<file path="src/design/cdbe_pkg.sv">
// ----------------------------------------------------------------------------
// cdbe_pkg
// Shared types and constants for the counter delta byte encoder.
// ----------------------------------------------------------------------------
package cdbe_pkg;

  localparam logic [7:0] CODE_ZERO  = 8'h00;
  localparam logic [7:0] CODE_INT8  = 8'h01;
  localparam logic [7:0] CODE_INT16 = 8'h02;
  localparam logic [7:0] CODE_RAW   = 8'h03;

  localparam logic [62:0] MAG_127   = 63'h405F_C000_0000_0000;
  localparam logic [62:0] MAG_32767 = 63'h40DF_FFC0_0000_0000;

  localparam logic [63:0] DEFAULT_NAN = 64'hFFF8_0000_0000_0000;
  localparam logic [10:0] EXP_MAX     = 11'h7FF;
  localparam logic [10:0] EXP_BIAS    = 11'd1023;
  localparam logic [10:0] EXP_INT_TOP = 11'd1075;

  localparam int unsigned NUM_STAGES = 7;

  typedef logic [63:0] word_t;
  typedef logic [3:0]  cnt_t;

  // leading zero count of a 56-bit word, 56 when zero
  function automatic logic [5:0] lzc56(input logic [55:0] v);
    logic [5:0] n;
    logic       found;
    n     = 6'd56;
    found = 1'b0;
    for (int i = 55; i >= 0; i--) begin
      if (!found && v[i]) begin
        n     = 6'(55 - i);
        found = 1'b1;
      end
    end
    return n;
  endfunction

endpackage

</file>
<file path="src/design/counter_delta_byte_encoder.sv">
// ----------------------------------------------------------------------------
// counter_delta_byte_encoder
// Double-precision delta encoder emitting a byte stream.
// ----------------------------------------------------------------------------
// Each item is a raw 64-bit double. A series start goes out as its 8 bytes,
// low byte first. Otherwise the block forms sample - previous (round to
// nearest even, full IEEE handling) through a seven-stage pipeline and
// sends 0x00; 0x01 + int8; 0x02 + int16; or 0x03 + 8 delta bytes. Results
// leave one byte per cycle unless out_stall holds them, so an item takes 1
// to 9 bytes of output and that byte serializer sets the sustained rate;
// the next item is accepted and computed while the current bytes drain.
// Its first byte leaves once it has passed the pipeline into the buffer.
module counter_delta_byte_encoder (
  input  logic                 clk,
  input  logic                 rst_n,
  input  logic                 in_valid,
  output logic                 in_stall,
  input  cdbe_pkg::word_t      in_sample_bits,
  input  logic                 in_series_start,
  output logic                 out_valid,
  input  logic                 out_stall,
  output logic [7:0]           out_byte,
  output logic                 out_last_byte
);
  import cdbe_pkg::*;

  logic [NUM_STAGES-1:0] pipe_v_r;
  logic                  adv;
  logic                  load_ok;
  logic                  in_take;
  logic                  out_take;

  word_t prev_r;
  // stage 0
  word_t a0_r, b0_r;
  logic  st0_r;
  // stage 1
  logic        st1_r, alt_sel1_r, sign1_r, sub1_r;
  word_t       alt1_r;
  logic [10:0] ebig1_r;
  logic [52:0] mbig1_r, msml1_r;
  logic [5:0]  dist1_r;
  // stage 2
  logic        st2_r, alt_sel2_r, sign2_r, sub2_r;
  word_t       alt2_r;
  logic [10:0] ebig2_r;
  logic [55:0] big2_r, sml2_r;
  // stage 3
  logic        st3_r, alt_sel3_r, sign3_r;
  word_t       alt3_r;
  logic [10:0] ebig3_r;
  logic [56:0] sum3_r;
  // stage 4
  logic        st4_r, alt_sel4_r, sign4_r, zero4_r;
  word_t       alt4_r;
  logic [11:0] e4_r;
  logic [55:0] m4_r;
  logic [5:0]  sh4_r;
  // stage 5
  logic        st5_r, alt_sel5_r, sign5_r, zero5_r;
  word_t       alt5_r;
  logic [11:0] e5_r;
  logic [55:0] m5_r;
  // stage 6
  logic        st6_r, alt_sel6_r, zero6_r;
  word_t       alt6_r, d6_r;
  // serializer
  logic [71:0] buf_r;
  cnt_t        cnt_r;

  assign load_ok  = (cnt_r == '0) || ((cnt_r == 4'd1) && !out_stall);
  assign adv      = !pipe_v_r[NUM_STAGES-1] || load_ok;
  assign in_stall = !adv;
  assign in_take  = in_valid && !in_stall;
  assign out_valid     = (cnt_r != '0);
  assign out_byte      = buf_r[7:0];
  assign out_last_byte = (cnt_r == 4'd1);
  assign out_take      = out_valid && !out_stall;

  // stage 1: unpack, specials, operand swap
  logic        sa, sb, a_nan, b_nan, a_inf, b_inf, a_big;
  logic [10:0] ea, eb, ea_e, eb_e, d_raw;
  logic [52:0] ma, mb;
  word_t       alt_c;
  logic        alt_sel_c;
  always_comb begin
    sa    = a0_r[63];
    sb    = ~b0_r[63];
    ea    = a0_r[62:52];
    eb    = b0_r[62:52];
    ea_e  = (ea == '0) ? 11'd1 : ea;
    eb_e  = (eb == '0) ? 11'd1 : eb;
    ma    = {ea != '0, a0_r[51:0]};
    mb    = {eb != '0, b0_r[51:0]};
    a_nan = (ea == EXP_MAX) && (a0_r[51:0] != '0);
    b_nan = (eb == EXP_MAX) && (b0_r[51:0] != '0);
    a_inf = (ea == EXP_MAX) && (a0_r[51:0] == '0);
    b_inf = (eb == EXP_MAX) && (b0_r[51:0] == '0);
    a_big = a0_r[62:0] >= b0_r[62:0];
    d_raw = a_big ? (ea_e - eb_e) : (eb_e - ea_e);
    alt_sel_c = 1'b1;
    priority if (st0_r)                    alt_c = a0_r;
    else if (a_nan)                        alt_c = a0_r | (64'd1 << 51);
    else if (b_nan)                        alt_c = b0_r | (64'd1 << 51);
    else if (a_inf && b_inf && (sa != sb)) alt_c = DEFAULT_NAN;
    else if (a_inf)                        alt_c = {sa, EXP_MAX, 52'd0};
    else if (b_inf)                        alt_c = {sb, EXP_MAX, 52'd0};
    else begin
      alt_c     = '0;
      alt_sel_c = 1'b0;
    end
  end

  // stage 2: align with sticky
  logic [119:0] wide_c;
  always_comb wide_c = {msml1_r, 3'b000, 64'd0} >> dist1_r;

  // stage 4: carry or leading zero count
  logic [5:0]  lz_c;
  logic [10:0] lim_c;
  always_comb begin
    lz_c  = lzc56(sum3_r[55:0]);
    lim_c = ebig3_r - 11'd1;
  end

  // stage 6: round to nearest even, pack
  logic        inc_c;
  logic [53:0] r_c;
  logic [11:0] ef_c;
  word_t       d_c;
  always_comb begin
    inc_c = m5_r[2] & (m5_r[1] | m5_r[0] | m5_r[3]);
    r_c   = {1'b0, m5_r[55:3]} + 54'(inc_c);
    priority if (r_c[53]) ef_c = e5_r + 12'd1;
    else if (r_c[52])     ef_c = e5_r;
    else                  ef_c = '0;
    if (ef_c >= {1'b0, EXP_MAX}) d_c = {sign5_r, EXP_MAX, 52'd0};
    else d_c = {sign5_r, ef_c[10:0], r_c[53] ? r_c[52:1] : r_c[51:0]};
  end

  // stage 7: classify and build bytes
  word_t       dbits;
  logic        le127, le32767;
  logic [5:0]  ish;
  logic [52:0] imag;
  logic [15:0] ival;
  logic [71:0] bytes_c;
  cnt_t        n_c;
  always_comb begin
    dbits   = alt_sel6_r ? alt6_r : d6_r;
    le127   = dbits[62:0] <= MAG_127;
    le32767 = dbits[62:0] <= MAG_32767;
    ish     = 6'(EXP_INT_TOP - dbits[62:52]);
    imag    = (dbits[62:52] < EXP_BIAS) ? '0 : ({1'b1, dbits[51:0]} >> ish);
    ival    = dbits[63] ? (16'd0 - imag[15:0]) : imag[15:0];
    bytes_c = '0;
    priority if (st6_r) begin
      bytes_c = {8'd0, alt6_r};
      n_c     = 4'd8;
    end else if (!alt_sel6_r && zero6_r) begin
      bytes_c = {64'd0, CODE_ZERO};
      n_c     = 4'd1;
    end else if (le127) begin
      bytes_c = {56'd0, ival[7:0], CODE_INT8};
      n_c     = 4'd2;
    end else if (le32767) begin
      bytes_c = {48'd0, ival, CODE_INT16};
      n_c     = 4'd3;
    end else begin
      bytes_c = {dbits, CODE_RAW};
      n_c     = 4'd9;
    end
  end

  always_ff @(posedge clk) begin
    if (!rst_n) begin
      pipe_v_r <= '0;
      prev_r   <= '0;
      cnt_r    <= '0;
    end else begin
      if (adv) pipe_v_r <= {pipe_v_r[NUM_STAGES-2:0], in_take};
      if (in_take) prev_r <= in_sample_bits;
      if (load_ok && pipe_v_r[NUM_STAGES-1]) cnt_r <= n_c;
      else if (out_take) cnt_r <= cnt_r - 4'd1;
    end
  end

  always_ff @(posedge clk) begin
    if (load_ok && pipe_v_r[NUM_STAGES-1]) begin
      buf_r <= bytes_c;
    end else if (out_take) begin
      buf_r <= {8'd0, buf_r[71:8]};
    end
    if (adv) begin
      a0_r  <= in_sample_bits;
      b0_r  <= prev_r;
      st0_r <= in_series_start;

      st1_r      <= st0_r;
      alt_sel1_r <= alt_sel_c;
      alt1_r     <= alt_c;
      sign1_r    <= a_big ? sa : sb;
      sub1_r     <= sa ^ sb;
      ebig1_r    <= a_big ? ea_e : eb_e;
      mbig1_r    <= a_big ? ma : mb;
      msml1_r    <= a_big ? mb : ma;
      dist1_r    <= (d_raw > 11'd63) ? 6'd63 : d_raw[5:0];

      st2_r      <= st1_r;
      alt_sel2_r <= alt_sel1_r;
      alt2_r     <= alt1_r;
      sign2_r    <= sign1_r;
      sub2_r     <= sub1_r;
      ebig2_r    <= ebig1_r;
      big2_r     <= {mbig1_r, 3'b000};
      sml2_r     <= {wide_c[119:65], wide_c[64] | (wide_c[63:0] != '0)};

      st3_r      <= st2_r;
      alt_sel3_r <= alt_sel2_r;
      alt3_r     <= alt2_r;
      sign3_r    <= sign2_r;
      ebig3_r    <= ebig2_r;
      sum3_r     <= sub2_r ? ({1'b0, big2_r} - {1'b0, sml2_r})
                           : ({1'b0, big2_r} + {1'b0, sml2_r});

      st4_r      <= st3_r;
      alt_sel4_r <= alt_sel3_r;
      alt4_r     <= alt3_r;
      sign4_r    <= sign3_r;
      zero4_r    <= (sum3_r == '0);
      if (sum3_r[56]) begin
        m4_r  <= {sum3_r[56:2], sum3_r[1] | sum3_r[0]};
        e4_r  <= {1'b0, ebig3_r} + 12'd1;
        sh4_r <= '0;
      end else begin
        m4_r  <= sum3_r[55:0];
        e4_r  <= {1'b0, ebig3_r};
        sh4_r <= ({5'd0, lz_c} > lim_c) ? lim_c[5:0] : lz_c;
      end

      st5_r      <= st4_r;
      alt_sel5_r <= alt_sel4_r;
      alt5_r     <= alt4_r;
      sign5_r    <= sign4_r;
      zero5_r    <= zero4_r;
      m5_r       <= m4_r << sh4_r;
      e5_r       <= e4_r - {6'd0, sh4_r};

      st6_r      <= st5_r;
      alt_sel6_r <= alt_sel5_r;
      alt6_r     <= alt5_r;
      zero6_r    <= zero5_r;
      d6_r       <= d_c;
    end
  end

  a_cnt_range: assert property (@(posedge clk) disable iff (!rst_n)
    cnt_r <= 4'd9) else $error("byte count out of range");

  a_no_idle_stall: assert property (@(posedge clk) disable iff (!rst_n)
    !pipe_v_r[NUM_STAGES-1] |-> !in_stall) else $error("stall with empty tail");

  a_drain: assert property (@(posedge clk) disable iff (!rst_n)
    (out_valid && !out_stall && out_last_byte && !pipe_v_r[NUM_STAGES-1]) |=> !out_valid)
    else $error("bytes after last byte");

  a_hold: assert property (@(posedge clk) disable iff (!rst_n)
    (out_valid && out_stall) |=> (cnt_r == $past(cnt_r)))
    else $error("count moved while stalled");

endmodule
</file>
<file path="config.mk">
export PLATFORM = sky130hd
export DESIGN_NAME = counter_delta_byte_encoder
export DESIGN_NICKNAME = d
export VERILOG_FILES = /design/src/design/cdbe_pkg.sv /design/src/design/counter_delta_byte_encoder.sv
export SDC_FILE = /design/constraint.sdc
export NUM_CORES = 2
export LEC_CHECK = 0
export BUFFER_PORTS_ARGS = -buffer_cell sky130_fd_sc_hd__buf_2
export CAP_MARGIN = 40
export CELL_PAD_IN_SITES_DETAIL_PLACEMENT = 0
export CELL_PAD_IN_SITES_GLOBAL_PLACEMENT = 1
export CORE_UTILIZATION = 49
export CTS_BUF_LIST = sky130_fd_sc_hd__clkbuf_2
export DETAILED_ROUTE_END_ITERATION = 12
export GPL_TIMING_DRIVEN = 0
export HOLD_SLACK_MARGIN = 0.1
export PLACE_DENSITY_LB_ADDON = 0.1
export SYNTH_ARGS = -nofsm -noshare
export SYNTH_HDL_FRONTEND = slang
export SYNTH_SLANG_ARGS = --single-unit
</file>
<file path="constraint.sdc">
create_clock -name clk -period 42 [get_ports clk]
set_input_delay 8.4 -clock clk [delete_from_list [all_inputs] [get_ports clk]]
set_output_delay 8.4 -clock clk [all_outputs]
set_load 0.02 [all_outputs]
</file>
==> flow_summary.yaml <==
global_route:
  grt_pass1_wl_mm: 294
  grt_max_degree: 124
  grt_use_total_pct: 30.5
  first_global_vias: 45100
  antenna_found_initial: 9
  grt-ovfl-total: 0
critical_path:
  cp_data_required_time_ns: 33.60
  critical_path_buf_inv_count: 5
  end_kind: "output pin"
  crit_family: "buffers and inverters"
  crit_path_max_incr_delay_ns: 0.51
  cp.arrival_ns: 10.93
  critPathMaxFanout: 114
  critPathKind: "in2out"
  reg2reg_slack_ns: 35.84
  start_kind: "input pin"
  cp_slowest_cell: "nand2_8"
  crit_chain: "buf_2 > o21a_1 > nand2_8 > buf_16 > buf_16 > clkinv_1 > buf_2"
timing:
  final_max_slew_viol_count: 0
  hold_ws_ns: 0.375
  setup_violations: 0
  timing.fmax_ghz: 0.0517
  fin_setup_tns_ns: 0
  tightest_slew_ns: 1.03
  fin_ws_ns: 22.67
  hold_viol_final: 0
  rsz0062_at_grt: "false"
  relSlewSlack_pct: 31.4
  timing.final.crit_share_pct: 46.0
  finalCriticalPeriod_ns: 19.33
  fin_skew_ns: 0.193
floorplanning:
  die_x_um: 362
  dieHeight_um: 362
  ioPinCount: 80
  dieArea_mm2: 0.131
  initial_core_util_pct: 49.6
  fp-row-count: 131
  core-area_mm2: 0.128
cells_and_area:
  layout-drive-gt1-share_pct: 15.0
  final_cell_area_mm2: 0.0694
  syn_to_final_growth_pct: 9.21
  fin_cells: 7991
  layout.nets: 6332
clock_network:
  tritoncts: "yes"
  clock_sinks: 1199
  holdBufCountCts: 0
  cts_inserted_buffers: 319
  post_cts_buffers: 0
  cts_buffer_depth: 4
  ctsResizeCount: 0
  clk_pin_slew_worst_paths_ns: 0.09
  worstSkewPairLatency_ns: 1.64
  root_buffer: "clkbuf_2"
  htreeDepth: 5
power:
  combPwrFrac_pct: 34.9
  switchingPower_w: 0.00157
  internal_power_w: 0.00246
  vdd_drop_max_mv: 0.0302
  seq_power_share_pct: 45.1
  pwr-share-clk_pct: 20.0
  p_leak_nw: 27.7
  swShare_pct: 39.0
  powerDensity_mw_per_mm2: 58.1
logic_synthesis:
  ys_seq_area_share_pct: 55.5
  synth.distinct_cells: 112
  synth.avg_cell_area_um2: 11.3
  yosys_warnings: 0
  synth_area_mm2: 0.0636
  ys.flop_type: "edfxtp_1"
  ys_async_sr_fraction_pct: 0
  yosys_register_bits: 1199
  syn-num-nets: 5904
  synth_edf_count: 1124
  syn_inst: 5619
detailed_routing:
  drc_errors: 0
  routed_via_density: 5.89
  wl_mm: 203
  drt_iter0_drc: 4598
  vias: 47100
  firstDrtPassIters: 6
  ant_nets: 0
  wire_per_inst_um: 25.4
placement:
  post_dp_cell_area_mm2: 0.0666
  port_buffers: 78
  place_inst: 7454
  routabilityCongestion: 1.02
  hpwl_mm: 157
  place_ws_ns: 22.68
run_status:
  outcome: "completed"
hold_path:
  hold_path_class: "reg2reg"
job:
  drv_cap: 0
Yosys cell counts, drive strengths merged (75+ instances only):
cell	instances	share of area, %
a21boi	78	0.92
a21oi	270	2.1
buf	101	0.95
clkbuf	228	1.3
dfxtp	75	2.4
edfxtp	1124	53
ha	212	4.2
inv	241	1.4
mux2	143	2.6
mux2i	242	3.9
mux4	93	3.3
nand2	765	4.5
nand3	79	0.63
nor2	537	3.2
o21ai	397	3.1
xnor2	78	1.1
final timing paths:
kind,startpoint,endpoint,depth (start not counted)
worst max register to register,alt_sel6_r,buf_r[21],18
worst min-delay path,alt3_r[31],alt4_r[31],0
worst min register to register,alt3_r[31],alt4_r[31],0
worst max-delay path,out_stall,in_stall,7
cell type report:
type	count	area, um2
repair buffers	107	863
clock buffers	450	2250
fillers	11600	58700
flip-flops and latches	1199	35300
plain buffers	329	1460
inverters	242	908
clock inverters	78	531
diodes	8	20.0
well taps	1729	2160
multi-input cells	3849	26000
through the flow:
step / util (%) / power [W]
6_report: 54.2 / 0.00403
2_1_floorplan: - / 0.00266
4_1_cts: 54.2 / 0.00403
3_3_place_gp: 51.6 / 0.00321
5_1_grt: 54.2 / 0.00422
3_5_place_dp: 52.0 / 0.00321
flip-flops by register name, summed over array words and instances (netlist names), 12 cells and up:
name,flops
a0_r,64
alt1_r,64
alt2_r,64
alt3_r,64
alt4_r,64
alt5_r,64
alt6_r,64
b0_r,64
big2_r,53
buf_r,72
d6_r,64
e4_r,12
e5_r,12
m4_r,56
m5_r,56
mbig1_r,53
msml1_r,53
prev_r,64
sml2_r,56
sum3_r,57
routing by layer:
layer  global-route usage (%)  vias up  wire [um]
li1                         -    21800          -
met1                     41.3    22900      86400
met3                     4.52      462      12600
met5                        0        -          0
met4                     16.2        0      11200
met2                     47.6     1942      92500
worst reg2reg max path, cell delays in order (launching register included):
cell	delay, ns
edfxtp_1	0.37
buf_6	0.18
buf_6	0.20
buf_6	0.20
mux2i_1	0.48
buf_2	0.37
buf_2	0.34
buf_2	0.37
ha_1	0.23
clkbuf_1	0.53
clkbuf_1	0.53
nand3_1	0.36
o2bb2ai_1	0.23
a21oi_1	0.09
o21ai_0	0.53
nor3_2	0.15
a41oi_1	0.27
xor2_1	0.22
o22ai_1	0.14
cells by family after synthesis:
group                      Yosys count  synth area share (%)
buffers and inverters              571                  3.73
adders and majority gates          216                  4.30
AOI/OAI and AO/OA                 1221                  12.2
DFF                               1199                  55.5
and+or+nand+nor                   1782                  12.4
xor gates and xnor gates           152                  2.12
muxes                              478                  9.82
cell usage in the layout, fill, tap and decap left out, types with 75 or more instances in the layout:
cell type,count
nor2_1,534
nand3_1,78
edfxtp_1,1124
a21boi_0,77
a21oi_1,269
o21ai_0,388
clkbuf_1,228
xnor2_1,77
nand2_1,763
dfxtp_1,75
mux2_2,128
ha_1,212
inv_1,236
mux4_2,92
clkbuf_2,450
buf_2,118
mux2i_1,236
power groups by stage:
stage | combinational, W | clock, W | sequential (W)
after floorplan | 0.000928 | 0 | 0.00174
after global placement | 0.00136 | 0 | 0.00185
after detailed placement | 0.00137 | 0 | 0.00184
after CTS | 0.00138 | 0.000831 | 0.00182
after global routing | 0.00150 | 0.000885 | 0.00184
final | 0.00141 | 0.000806 | 0.00182
Note: power is estimated with default switching activity, not from simulation.
